[src/design/assert_macros.svh]
// Assertion macros used by keypad_scan_debounce_core.sv.
`ifndef ASSERT_MACROS_SVH
`define ASSERT_MACROS_SVH

`ifndef SYNTHESIS

`define KPSD_ASSERT(lbl, clk, rst_n, prop) \
  lbl: assert property (@(posedge clk) disable iff (!rst_n) prop) \
    else $error("%m: assertion failed");

`define KPSD_ASSERT_ALWAYS(lbl, clk, prop) \
  lbl: assert property (@(posedge clk) prop) \
    else $error("%m: assertion failed");

`else

`define KPSD_ASSERT(lbl, clk, rst_n, prop)

`define KPSD_ASSERT_ALWAYS(lbl, clk, prop)

`endif

`endif

[src/design/kpsd_pkg.sv]
package kpsd_pkg;

  localparam int NumColumns = 3;
  localparam int RowW       = 4;
  localparam int CodeW      = 8;
  localparam int CountW     = 16;

  typedef logic [RowW-1:0]   rows_t;
  typedef logic [CodeW-1:0]  code_t;
  typedef logic [CountW-1:0] count_t;

  localparam count_t ThresholdReset = 16'd150;
  localparam count_t CountMax       = 16'hFFFF;

  typedef enum logic [1:0] {
    PH_PRESS   = 2'b01,
    PH_RELEASE = 2'b10
  } phase_t;

endpackage

[src/design/kpsd_in_if.sv]
interface kpsd_in_if;
  import kpsd_pkg::*;

  logic  valid;
  logic  ready;
  rows_t rows_col0;
  rows_t rows_col1;
  rows_t rows_col2;

  modport source (output valid, output rows_col0, output rows_col1, output rows_col2,
                  input ready);
  modport sink (input valid, input rows_col0, input rows_col1, input rows_col2,
                output ready);
endinterface

[src/design/kpsd_out_if.sv]
interface kpsd_out_if;
  import kpsd_pkg::*;

  logic  valid;
  logic  ready;
  code_t key_code;

  modport source (output valid, output key_code, input ready);
  modport sink (input valid, input key_code, output ready);
endinterface

[src/design/kpsd_encode.sv]
module kpsd_encode (
  input  kpsd_pkg::rows_t rows_col0,
  input  kpsd_pkg::rows_t rows_col1,
  input  kpsd_pkg::rows_t rows_col2,
  output kpsd_pkg::code_t code
);
  import kpsd_pkg::*;

  rows_t rows_a [NumColumns];

  assign rows_a[0] = rows_col0;
  assign rows_a[1] = rows_col1;
  assign rows_a[2] = rows_col2;

  // Lower columns take priority, so they are visited last.
  always_comb begin
    code = '0;
    for (int c = NumColumns - 1; c >= 0; c--) begin
      if (rows_a[c] != '0) begin
        code = {rows_a[c], 4'(4'b0001 << c)};
      end
    end
  end

endmodule

[src/design/keypad_scan_debounce_core.sv]
// Matrix keypad scanner with debounce. Each input beat is one scan sample of
// the row lines for the three columns; the lowest column with a row high gives
// the key code (row bits 7:4, one-hot column 2:0). A nonzero code must repeat
// on more than thr_r consecutive samples to register a press, then
// an all-zero sample must repeat likewise to register the release, at which
// point the pressed key is sent as one output beat. The block takes one sample
// per clock while the output is not stalled: the code is encoded into an input
// register, and the debounce state and result register are updated when that
// sample leaves the input register. A result beat that waits on out_ch.ready
// holds the next sample in the input register and stalls the input until it
// is taken. The user must write the threshold register through cfg_we and
// cfg_wdata only while no sample is in flight; the block does not enforce it.
`include "assert_macros.svh"

module keypad_scan_debounce_core (
  input  logic              clk,
  input  logic              rst_n,
  kpsd_in_if.sink           in_ch,
  kpsd_out_if.source        out_ch,
  input  logic              cfg_we,
  input  kpsd_pkg::count_t  cfg_wdata
);
  import kpsd_pkg::*;

  code_t  enc_code;
  logic   in_vld_r;
  code_t  code_r;
  logic   fire;

  count_t thr_r;
  phase_t phase_r, phase_nxt;
  count_t cnt_r, cnt_nxt;
  code_t  last_r, last_nxt;
  code_t  held_r, held_nxt;
  logic   emit;
  logic   same;
  count_t cnt_run;

  logic   out_vld_r;
  code_t  key_code_r;

  kpsd_encode u_encode (
    .rows_col0 (in_ch.rows_col0),
    .rows_col1 (in_ch.rows_col1),
    .rows_col2 (in_ch.rows_col2),
    .code      (enc_code)
  );

  assign fire        = in_vld_r && (!out_vld_r || out_ch.ready);
  assign in_ch.ready = !in_vld_r || fire;

  always_ff @(posedge clk) begin
    if (!rst_n) begin
      in_vld_r <= 1'b0;
    end else if (in_ch.ready) begin
      in_vld_r <= in_ch.valid;
    end
  end

  always_ff @(posedge clk) begin
    if (in_ch.valid && in_ch.ready) begin
      code_r <= enc_code;
    end
  end

  always_ff @(posedge clk) begin
    if (!rst_n) begin
      thr_r <= ThresholdReset;
    end else if (cfg_we) begin
      thr_r <= cfg_wdata;
    end
  end

  always_comb begin
    phase_nxt = phase_r;
    last_nxt  = last_r;
    held_nxt  = held_r;
    emit      = 1'b0;
    case (phase_r)
      PH_PRESS: same = (code_r == last_r) && (code_r != '0);
      PH_RELEASE: same = (code_r == '0);
      default: same = 1'b0;
    endcase
    if (!same) begin
      cnt_run = '0;
    end else if (cnt_r != CountMax) begin
      cnt_run = cnt_r + 1'b1;
    end else begin
      cnt_run = cnt_r;
    end
    cnt_nxt = cnt_run;
    case (phase_r)
      PH_PRESS: begin
        last_nxt = code_r;
        if (cnt_run > thr_r) begin
          held_nxt  = code_r;
          phase_nxt = PH_RELEASE;
          cnt_nxt   = '0;
        end
      end
      PH_RELEASE: begin
        if (cnt_run > thr_r) begin
          phase_nxt = PH_PRESS;
          cnt_nxt   = '0;
          last_nxt  = '0;
          emit      = 1'b1;
        end
      end
      default: begin
        phase_nxt = PH_PRESS;
        cnt_nxt   = '0;
      end
    endcase
  end

  always_ff @(posedge clk) begin
    if (!rst_n) begin
      phase_r <= PH_PRESS;
      cnt_r   <= '0;
      last_r  <= '0;
      held_r  <= '0;
    end else if (fire) begin
      phase_r <= phase_nxt;
      cnt_r   <= cnt_nxt;
      last_r  <= last_nxt;
      held_r  <= held_nxt;
    end
  end

  always_ff @(posedge clk) begin
    if (!rst_n) begin
      out_vld_r <= 1'b0;
    end else if (fire && emit) begin
      out_vld_r <= 1'b1;
    end else if (out_ch.ready) begin
      out_vld_r <= 1'b0;
    end
  end

  always_ff @(posedge clk) begin
    if (fire && emit) begin
      key_code_r <= held_r;
    end
  end

  assign out_ch.valid    = out_vld_r;
  assign out_ch.key_code = key_code_r;

  // A result appears only when a release is accepted in release phase.
  `KPSD_ASSERT(a_emit_from_release, clk, rst_n,
    $rose(out_vld_r) |-> $past(phase_r == PH_RELEASE))
  // Every phase change starts a fresh run.
  `KPSD_ASSERT(a_phase_change_clears, clk, rst_n,
    (phase_r != $past(phase_r)) |-> (cnt_r == '0))
  // A latched key always has a row and a column bit set.
  `KPSD_ASSERT(a_held_nonzero, clk, rst_n,
    (phase_r == PH_RELEASE) |-> (held_r != '0))

endmodule
[src/flat_wrapper.sv]
// flat-port wrapper written by rule: the top's interface ports become plain ports
module keypad_scan_debounce_core_flat import kpsd_pkg::*;
  (clk, rst_n, cfg_we, cfg_wdata, in_ch_valid, in_ch_rows_col0, in_ch_rows_col1, in_ch_rows_col2, in_ch_ready, out_ch_valid, out_ch_key_code, out_ch_ready);
  kpsd_in_if in_ch_i ();
  kpsd_out_if out_ch_i ();
  input  logic clk;
  input  logic rst_n;
  input  logic cfg_we;
  input  kpsd_pkg::count_t cfg_wdata;
  input wire logic [$bits(in_ch_i.valid)-1:0] in_ch_valid;
  input wire logic [$bits(in_ch_i.rows_col0)-1:0] in_ch_rows_col0;
  input wire logic [$bits(in_ch_i.rows_col1)-1:0] in_ch_rows_col1;
  input wire logic [$bits(in_ch_i.rows_col2)-1:0] in_ch_rows_col2;
  output wire logic [$bits(in_ch_i.ready)-1:0] in_ch_ready;
  output wire logic [$bits(out_ch_i.valid)-1:0] out_ch_valid;
  output wire logic [$bits(out_ch_i.key_code)-1:0] out_ch_key_code;
  input wire logic [$bits(out_ch_i.ready)-1:0] out_ch_ready;
  assign in_ch_i.valid = in_ch_valid;
  assign in_ch_i.rows_col0 = in_ch_rows_col0;
  assign in_ch_i.rows_col1 = in_ch_rows_col1;
  assign in_ch_i.rows_col2 = in_ch_rows_col2;
  assign in_ch_ready = in_ch_i.ready;
  assign out_ch_valid = out_ch_i.valid;
  assign out_ch_key_code = out_ch_i.key_code;
  assign out_ch_i.ready = out_ch_ready;
  keypad_scan_debounce_core u_core (.clk(clk), .rst_n(rst_n), .in_ch(in_ch_i), .out_ch(out_ch_i), .cfg_we(cfg_we), .cfg_wdata(cfg_wdata));
endmodule
[config.mk]
export PLATFORM = sky130hd
export DESIGN_NAME = keypad_scan_debounce_core_flat
export DESIGN_NICKNAME = d
export VERILOG_FILES = /design/src/design/kpsd_pkg.sv /design/src/design/kpsd_in_if.sv /design/src/design/kpsd_out_if.sv /design/src/design/kpsd_encode.sv /design/src/design/keypad_scan_debounce_core.sv /design/src/flat_wrapper.sv
export VERILOG_INCLUDE_DIRS = /design/src /design/src/design
export SDC_FILE = /design/constraint.sdc
export NUM_CORES = 1
export LEC_CHECK = 0
export BUFFER_PORTS_ARGS = -buffer_cell sky130_fd_sc_hd__buf_2
export CORE_AREA = 2 2 112 114
export CTS_BUF_LIST = sky130_fd_sc_hd__clkbuf_8
export DETAILED_ROUTE_END_ITERATION = 10
export DIE_AREA = 0 0 114 116
export HOLD_SLACK_MARGIN = 0.12
export PLACE_DENSITY = 0.55
export SLEW_MARGIN = 20
export SYNTH_ARGS = -nofsm -noshare
export SYNTH_HDL_FRONTEND = slang
export SYNTH_SLANG_ARGS = --single-unit
[constraint.sdc]
create_clock -name clk -period 3.3 [get_ports clk]
set_input_delay 0.825 -clock clk [delete_from_list [all_inputs] [get_ports clk]]
set_output_delay 0.825 -clock clk [all_outputs]
set_load 0.02 [all_outputs]
=== After elaboration in Yosys (flattened, before gate mapping) ===
Index checks and enable logic that the tools add are counted.

* Mux-type cells: 17
* Add/subtract/negate cells: 1
* Order comparisons: 1
* Equal/unequal tests: 6
* Reduce and logical (&&, ||, !) cells: 20

{| class="wikitable"
|+ Operators with widths
! operator !! number
|-
| 2-to-1 mux 16 bit || 4
|-
| 2-to-1 mux 8 bit || 4
|-
| adder 16 x 1 -> 16 bit (second input constant) || 1
|-
| > comparator 16 bit || 1
|-
| inequality test 16 bit (second input constant) || 1
|-
| one-hot mux 8 bit (2 select lines) || 1
|-
| nonzero test 4 bit || 3
|-
| AND reduction 3 bit || 3
|-
| equality test 8 bit || 1
|-
| logical NOT 8 bit || 1
|-
| nonzero test 8 bit || 1
|-
| logical AND 1 bit || 4
|-
| 2-to-1 mux 1 bit || 4
|-
| 2-to-1 mux 2 bit || 2
|-
| inequality test 2 x 1 -> 1 bit (second input constant) || 2
|-
| one-hot mux 2 bit (2 select lines) || 1
|-
| nonzero test 2 bit || 2
|-
| OR reduction 2 bit || 2
|-
| equality test 2 x 1 -> 1 bit (second input constant) || 1
|-
| equality test 2 bit (second input constant) || 1
|-
| logical NOT 1 bit || 2
|-
| logical OR 1 bit || 2
|-
| one-hot mux 1 bit (2 select lines) || 1
|}

* Word-level logic and storage cells: 56
* Register bits after elaboration: 68

=== Logic depth before layout (Yosys ltp) ===
Gate-level depths: netlist (run 1).

* Word-level depth: 9
* Gate-level depth with buffers: 17
* Depth with buffers taken out: 14

=== Modules after synthesis ===
Synthesis (run 1) repeated with hierarchy kept, for this count alone.

* Cells, all modules: 456
* Area total of the unflattened synthesis: 3997.6 µm²

{| class="wikitable"
|+ By module, submodules not included
! module !! area an instance (µm²) !! instances !! cells an instance
|-
| keypad_scan_debounce_core || 3813.7 || 1 || 432
|-
| kpsd_encode || 183.9 || 1 || 24
|}

=== Worst setup path after synthesis (run 1) ===
No wires, ideal clock.

* Path type: register -> register
* From: register u_core.cnt_r[0]
* To: register u_core.key_code_r[0] (netlist: u_core.out_ch.key_code[0]) (enable)
* Arrival time: 3301 ps
* Setup time: 319 ps
* Cell stages (with the launch flop): 16
* Path slack: -321 ps
* Buffers on the path: 2
* Cells stage by stage: dfxtp_1 > ha_1 > nand3_1 > or4_4 > buf_6 > nand3_1 > or2_2 > a21oi_1 > ha_1 > nand4_1 > nor4_1 > a21bo_2 > a31oi_4 > buf_2 > nand3_1 > inv_1

* Longest elaborated chain between the ends: 7
* Elaborated cells between the ends (all ways): 8
* Classes of those cells: add/sub (1); order compare (1); eq/ne (1); mux (4); reduce/logical (1)

{| class="wikitable"
|+ Ends and longest elaborated chain
! item !! line !! RTL
|-
| from (decl) || keypad_scan_debounce_core.sv:32 || <nowiki>count_t cnt_r, cnt_nxt;</nowiki>
|-
| from (signal assigned) || keypad_scan_debounce_core.sv:124 || <nowiki>cnt_r <= cnt_nxt;</nowiki>
|-
| adder 16 x 1 -> 16 bit / inequality test 16 bit (equally long branches) || keypad_scan_debounce_core.sv:87, keypad_scan_debounce_core.sv:86 ||
|-
| 2-to-1 mux 16 bit * || keypad_scan_debounce_core.sv:86 || <nowiki>end else if (cnt_r != CountMax) begin</nowiki>
|-
| 2-to-1 mux 16 bit * || keypad_scan_debounce_core.sv:84 || <nowiki>if (!same) begin</nowiki>
|-
| > comparator 16 bit * || keypad_scan_debounce_core.sv:102 || <nowiki>if (cnt_run > thr_r) begin</nowiki>
|-
| 2-to-1 mux 1 bit * || keypad_scan_debounce_core.sv:102 ||
|-
| 2-to-1 mux 1 bit * || keypad_scan_debounce_core.sv:92 || <nowiki>case (phase_r)</nowiki>
|-
| logical AND 1 bit * || keypad_scan_debounce_core.sv:141 || <nowiki>if (fire && emit) begin</nowiki>
|-
| to (signal assigned) || keypad_scan_debounce_core.sv:142 || <nowiki>key_code_r <= held_r;</nowiki>
|-
| to (decl) || keypad_scan_debounce_core.sv:40 || <nowiki>code_t key_code_r;</nowiki>
|}

Every way passes the cells marked *; elsewhere a longest branch is shown, timed or not.
A chain may end at the register's enable or synchronous reset.

=== Final worst setup path (run 1) ===
* From: register u_core.cnt_r[7]
* To: register u_core.cnt_r[5]

* Longest elaborated chain between the ends: 6
* Elaborated cells between the ends (all ways): 7
* Classes of those cells: add/sub (1); order compare (1); eq/ne (1); mux (4)

{| class="wikitable"
|+ Ends and longest elaborated chain
! item !! line
|-
| adder 16 x 1 -> 16 bit / inequality test 16 bit (equally long branches) || keypad_scan_debounce_core.sv:87, keypad_scan_debounce_core.sv:86
|-
| 2-to-1 mux 16 bit * || keypad_scan_debounce_core.sv:86
|-
| 2-to-1 mux 16 bit * || keypad_scan_debounce_core.sv:84
|-
| > comparator 16 bit || keypad_scan_debounce_core.sv:95, keypad_scan_debounce_core.sv:102
|-
| 2-to-1 mux 16 bit * || keypad_scan_debounce_core.sv:95, keypad_scan_debounce_core.sv:102
|-
| 2-to-1 mux 16 bit * || -
|}

Marked as above.

==> results of run 1 <==
[cell usage in the layout, fill, tap and decap left out, types with 4 or more instances in the layout]
cell / n
xor2_1: 9
o21bai_1: 4
nor2_1: 30
o21ai_0: 6
a21oi_1: 21
edfxtp_1: 14
nand2_1: 22
a21oi_2: 5
o211ai_1: 4
inv_1: 27
buf_2: 41
a22o_1: 15
clkbuf_8: 9
nor3_4: 4
nor4_1: 4
nand4_1: 14
buf_4: 64
mux2i_1: 14
nand3_1: 6
nor3_1: 8
ha_1: 17
a31o_2: 7
buf_6: 8
dfxtp_1: 45
nor3_2: 4
[worst min-delay path by stage]
stage                                        from  slack (ns)  cells past startpoint                                  end
detailed placement  u_core.held_r[0]$_SDFFE_PN0P_        0.42                      0  u_core.out_ch.key_code[0]$_DFFE_PP_
global route        u_core.held_r[7]$_SDFFE_PN0P_        0.45                      0  u_core.out_ch.key_code[7]$_DFFE_PP_
CTS                 u_core.held_r[5]$_SDFFE_PN0P_        0.44                      0  u_core.out_ch.key_code[5]$_DFFE_PP_
global placement    u_core.held_r[4]$_SDFFE_PN0P_        0.41                      0  u_core.out_ch.key_code[4]$_DFFE_PP_
finish              u_core.held_r[4]$_SDFFE_PN0P_        0.44                      0  u_core.out_ch.key_code[4]$_DFFE_PP_
floorplan           u_core.held_r[0]$_SDFFE_PN0P_        0.41                      0  u_core.out_ch.key_code[0]$_DFFE_PP_
[state kept, by name, indices dropped and copies added (netlist names)]
signal / count
u_core.thr_r: 16
u_core.code_r: 7
u_core.phase_r: 2
u_core.out_ch.valid: 1
u_core.out_ch.key_code: 7
u_core.held_r: 7
u_core.last_r: 7
u_core.in_vld_r: 1
u_core.cnt_r: 16
[metal layers]
metal,track usage,routed length (µm),up-vias
met5,0,0,-
met4,0.0715,216,0
met3,0.0282,281,15
met2,0.219,4200,62
met1,0.182,4290,1453
li1,-,-,1606
[metrics by stage]
step / cell area (µm²) / power, µW / hold slack [ns] / setup TNS, ns / setup WS, ns
final: 4920 / 1760 / 0.436 / -6.91 / -0.239
after global routing: 4920 / 1820 / 0.454 / -15.63 / -0.451
after CTS: 4710 / 1760 / 0.440 / -4.93 / -0.150
after detailed placement: 4290 / 987 / 0.419 / -10.02 / -0.300
after global placement: 4290 / 984 / 0.415 / -7.47 / -0.252
after floorplan: 3570 / 932 / 0.408 / 0 / 0.00244
[cells in the mapped netlist (4+ instances only)]
library cell	n	area (µm²)
a21oi_1	26	130
a22o_1	15	131
a31o_2	7	61.3
buf_6	4	45.0
clkbuf_1	10	37.5
dfxtp_1	50	1000
edfxtp_1	14	420
ha_1	19	238
inv_1	29	109
mux2i_1	14	140
nand2_1	23	86.3
nand3_1	8	40.0
nand4_1	14	87.6
nor2_1	33	124
nor3_1	16	80.1
nor4_1	9	56.3
o211ai_1	4	30.0
o21ai_0	7	35.0
o21bai_1	4	30.0
o31ai_1	4	30.0
xor2_1	10	87.6
[what timing repair did]
action | CTS | global route
buffers inserted | 4 | 4
hold endpoints to repair | 0 | 0
gates cloned | 1 | 1
resized for setup | 36 | 32
setup endpoints to repair | 40 | 40
pin swaps | 16 | 28
[cell type report]
type | count | area share
Multi-Input combinational cell | 266 | 0.439
Clock inverter | 7 | 0.0193
Timing Repair Buffer | 115 | 0.166
Inverter | 29 | 0.0231
Tap cell | 147 | 0.0373
Clock buffer | 9 | 0.0252
Sequential cell | 64 | 0.291
[power breakdown]
group | internal, µW | switching (µW)
Sequential | 820 | 15.5
Clock | 426 | 340
Combinational | 73.2 | 82.6
[kinds of logic (layout without fill, tap and decap cells)]
family | Yosys count | after routing | synth area share
multiplexers | 15 | 15 | 0.0431
adder cells (fa/ha/maj) | 19 | 19 | 0.0677
other | 1 | 1 | 0.00107
XOR/XNOR | 11 | 11 | 0.0274
buffers and inverters | 52 | 160 | 0.0688
flip-flops | 64 | 64 | 0.405
AO/OA/AOI/OAI | 88 | 88 | 0.185
AND/OR/NAND/NOR | 132 | 132 | 0.202
==> metrics, run 1 <==
cts bufs inserted=9; fin nets=537; slowest cell delay on critical path=0.41 ns; worst path buffer plus inverter count=2; final hold violation count=0; aggregate global-route resource usage=0.139; Critical Path Fanout Max=6; die width=114 µm; endpoint class of the critical path=flop; syn nets=434; row count=40; CTS tree=yes; CP required=approximately 3.6 ns; asr flop ratio synth=0; Tcrit/Tclk final=1.07; vias in the first global route=3045; WS Path Type=flop to flop; hold crit path type=flop to flop; routability congestion estimate=0.896; Vias=3136; post-synthesis cell area=~3500 µm²; DRT iter0 DRCs=153; outcome=complete, but fails checks; final setup margin=-0.239 ns; total gr overflow=0; Chip Height=116 µm; Util after Layout=0.413; largest net degree at the start of global routing=21; R2R cell count=14; DRC violations left=0; Lkg Pwr=0.00203 µW; relative slew slack=0.441; Final setup viols=40; FF-to-FF End=u_core.cnt_r[5]$_SDFFE_PN0P_; final non-filler cell total=637; Via-to-Cell Ratio=4.92; CP startpoint=u_core.cnt_r[7]$_SDFFE_PN0P_; Crit-path slowest cell=dfxtp_1; Initial Util=0.295; Antenna Nets Post-Route=0; Die Area=13200 µm²; I/O pin count=43; crit path launch type=flop; Post-synth EDFFs=14; worst-margin pin slew=between 0.8 and 0.9 ns; Netlist cell types=57; first-pass GRT wire length=14400 µm; violated checks=negative setup slack; R2R setup slack=-0.24 ns; initial antenna violation count=0; Reg area=around 1400 µm²; Sink Count=64; Crit path top cell by count=nand4_1; layout cells sized above 1=0.404; Core ar.=11900 µm²; Syn. warnings=0; cts-stage hold buffer count=0; HPWL Detailed=6460 µm; Min Clock Period, post-route=3.54 ns; H-tree levels=3; top achievable clock speed=283 MHz; Levels on crit path=14; Clock Latency Late Sink=0.37 ns; register area share after synthesis=0.405; CP delay by family, top=simple AND/OR/NAND/NOR gates; I/O Buffers=41; worst setup path endpoint=u_core.cnt_r[5]$_SDFFE_PN0P_; footprint of the multi-input gates=2160 µm²; DP Cell Count=612; Routed WL per cell=14.1 µm; unrepaired setup endpoints after global routing=true; worst flop-to-flop path startpoint=u_core.cnt_r[7]$_SDFFE_PN0P_; clock buffer depth=2; Filler Cell Count=1158; Worst-path clk slew=roughly 0.08 ns; Synth Instances=382; prevailing post-synth register cell=dfxtp_1; FF+latch count, synth=64; Max Cap Viol=0; Cell Chain, Critical Path=nand4_1, nor3_4, nand4_1, xor2_2, a21oi_2, ha_1, nand4_1, nor4_2, a21bo_2, a31oi_4, buf_6, buf_6, o31ai_2, a22o_1; Final Slew Violations=0; WL final=~9000 µm; Area growth syn-to-layout=40.2%; clk root buf=clkbuf_8; Avg Inst Size Synth=9.19 µm²; power per standard cell area=between 300 and 400 nW/µm²; router iterations before antenna repair=4; diodes inserted=0; clk_skew=0.0115 ns; VDD IR max=approximately 0.23 mV; Worst Path Arrival=3.80 ns
Note: power is estimated with default switching activity, not from simulation.
==> inputs of run 2 (changes only) <==
- CTS_BUF_LIST: sky130_fd_sc_hd__clkbuf_8 -> not set
- HOLD_SLACK_MARGIN: 0.12 -> not set
==> metrics, run 2 (synthesis gave the netlist of run 1 again) <==
die width=114 µm (unchanged); Initial Util=0.295 (unchanged); Area growth syn-to-layout=41.8%; Core ar.=11900 µm² (unchanged); initial antenna violation count=0 (unchanged); Crit-path slowest cell=edfxtp_1; Tcrit/Tclk final=1.05 (-0.0215); final hold violation count=0 (unchanged); clk root buf=clkbuf_16; biggest regs=u_core.cnt_r x16, u_core.thr_r x16; top achievable clock speed=288 MHz (+2.0%); largest net degree at the start of global routing=21 (unchanged); Sink Count=64 (unchanged); row count=40 (unchanged); first-pass GRT wire length=14100 µm (-1.9%); Clock Latency Late Sink=0.34 ns (-0.03 ns); crit path launch type=flop; FF-to-FF End=u_core.out_ch.key_code[0]$_DFFE_PP_; slowest cell delay on critical path=0.47 ns (+0.06 ns); PnR Total Power=2020 µW (+15%); DRT iter0 DRCs=206 (+35%); CP required=3.35 ns (-0.21 ns); unrepaired setup endpoints after global routing=true; commonest non-fill, non-tap cell in the layout=buf_4; fin nets=538 (+0.19%); Lkg Pwr=0.00210 µW (+3.5%); Hold Path Stages=0 (unchanged); CTS tree=yes; cts bufs inserted=9 (unchanged); Cell Chain, Critical Path=xor2_1, nor4_1, buf_4, a31oi_4, buf_6, a311oi_4, ha_1, nand4_1, nor4_2, a21bo_2, a31oi_4, buf_6, nand3_4, inv_6; final setup margin=-0.168 ns (+0.0708 ns); Hold Path End=u_core.out_ch.key_code[4]$_DFFE_PP_; relative slew slack=0.444 (+0.00267); Min Clock Period, post-route=3.47 ns (-0.0708 ns); Routed WL per cell=13.9 µm (-1.7%); I/O pin count=43 (unchanged); power per standard cell area=406 nW/µm² (+14%); Filler Cell Count=1148 (-0.86%); Util after Layout=0.418 (+0.00452); CP delay by family, top=simple AND/OR/NAND/NOR gates; clk_skew=0.00668 ns (-0.00477 ns); routability congestion estimate=0.896 (unchanged); H-tree levels=3 (unchanged); footprint of the multi-input gates=2120 µm² (-2.0%); R2R cell count=14 (unchanged); WHS=0.431 ns (-0.00506 ns); clock buffer depth=2 (unchanged); WS Path Type=flop to flop; Final Slew Violations=0 (unchanged); layout cells sized above 1=0.381 (-0.0232); HPWL Detailed=6460 µm (unchanged); Antenna Nets Post-Route=0 (unchanged); outcome=complete, but fails checks; Vias=3137 (+0.032%); diodes inserted=0 (unchanged); WL final=8850 µm (-1.5%); VDD IR max=0.336 mV (+48%); vias in the first global route=2999 (-1.5%); Worst-path clk slew=0.06 ns (-0.02 ns); Final TNS setup=-5.52 ns (+1.39 ns); I/O Buffers=41 (unchanged); Final setup viols=40 (unchanged); endpoint class of the critical path=flop; worst-margin pin slew=0.827 ns (-0.00397 ns); Chip Height=116 µm (unchanged); most frequent cells in the layout=buf_4, dfxtp_1, buf_2, nor2_1, inv_1; router iterations before antenna repair=6 (+2); aggregate global-route resource usage=0.137 (-0.00273); Die Area=13200 µm² (unchanged); Via-to-Cell Ratio=4.92 (-0.12%); worst path buffer plus inverter count=4 (+2); hold crit path type=flop to flop; Reg area=1430 µm² (-0.44%); worst flop-to-flop path startpoint=u_core.code_r[4]$_DFFE_PP_; Max Cap Viol=0 (unchanged); Critical Path Fanout Max=8 (+2); total gr overflow=0 (unchanged); DRC violations left=0 (unchanged); Worst Path Arrival=3.52 ns (-0.28 ns); violated checks=negative setup slack; Hold Crit Start=u_core.held_r[4]$_SDFFE_PN0P_; R2R setup slack=-0.17 ns (+0.07 ns)
## run 2: report_power, final
part	internal (µW)	total [µW]	leakage [µW]	switching [µW]
clock	662	1030	0.000156	368
sequential	823	841	0.000542	17.7
combinational	70.7	151	0.00140	80.2
## run 2: metal layers
layer | up-vias | GRT usage | share of wire
met1 | 1449 | 0.180 | 0.47
met2 | 69 | 0.213 | 0.46
met5 | - | 0 | 0
met4 | 0 | 0.0634 | 0.022
li1 | 1603 | - | -
met3 | 16 | 0.0319 | 0.045
## run 2: per-stage QoR
stage,setup WS [ns],instances,cell area [µm²]
floorplan,0.00244,382,3570
global placement,-0.252,612,4290
detailed placement,-0.300,612,4290
CTS,-0.152,633,4800
global route,-0.365,638,4980
finish,-0.168,638,4980
## run 2: final cells by class
class,instances,share of cell area
clock buffers,9,0.0452
multi-input cells,266,0.425
clock inverters,7,0.0191
well taps,147,0.0369
flip-flops and latches,64,0.287
repair buffers,116,0.164
inverters,29,0.0229
## run 2: worst max path at each step
stage                              startpoint                                   to  slack [ns]  depth (start not counted)
6_report           u_core.code_r[4]$_DFFE_PP_  u_core.out_ch.key_code[0]$_DFFE_PP_       -0.17                         14
4_1_cts        u_core.code_r[0]$_SDFFCE_PP1P_  u_core.out_ch.key_code[2]$_DFFE_PP_       -0.15                         14
3_5_place_dp   u_core.phase_r[0]$_SDFFE_PN1P_        u_core.last_r[7]$_SDFFE_PN0P_       -0.30                         14
3_3_place_gp   u_core.phase_r[0]$_SDFFE_PN1P_        u_core.last_r[7]$_SDFFE_PN0P_       -0.25                         16
2_1_floorplan   u_core.cnt_r[10]$_SDFFE_PN0P_  u_core.out_ch.key_code[0]$_DFFE_PP_       0.002                         15
5_1_grt            u_core.code_r[4]$_DFFE_PP_        u_core.held_r[4]$_SDFFE_PN0P_       -0.36                         14
## run 2: repair_timing
action                                 in CTS  in global routing
pin swaps                                  18                 16
setup buffers                               5                  5
endpoints found under the hold margin       0                  0
gates resized for setup                    31                 22
setup endpoints to repair                  40                 40
cloned                                      1                  1
hold buffers                                0                  0
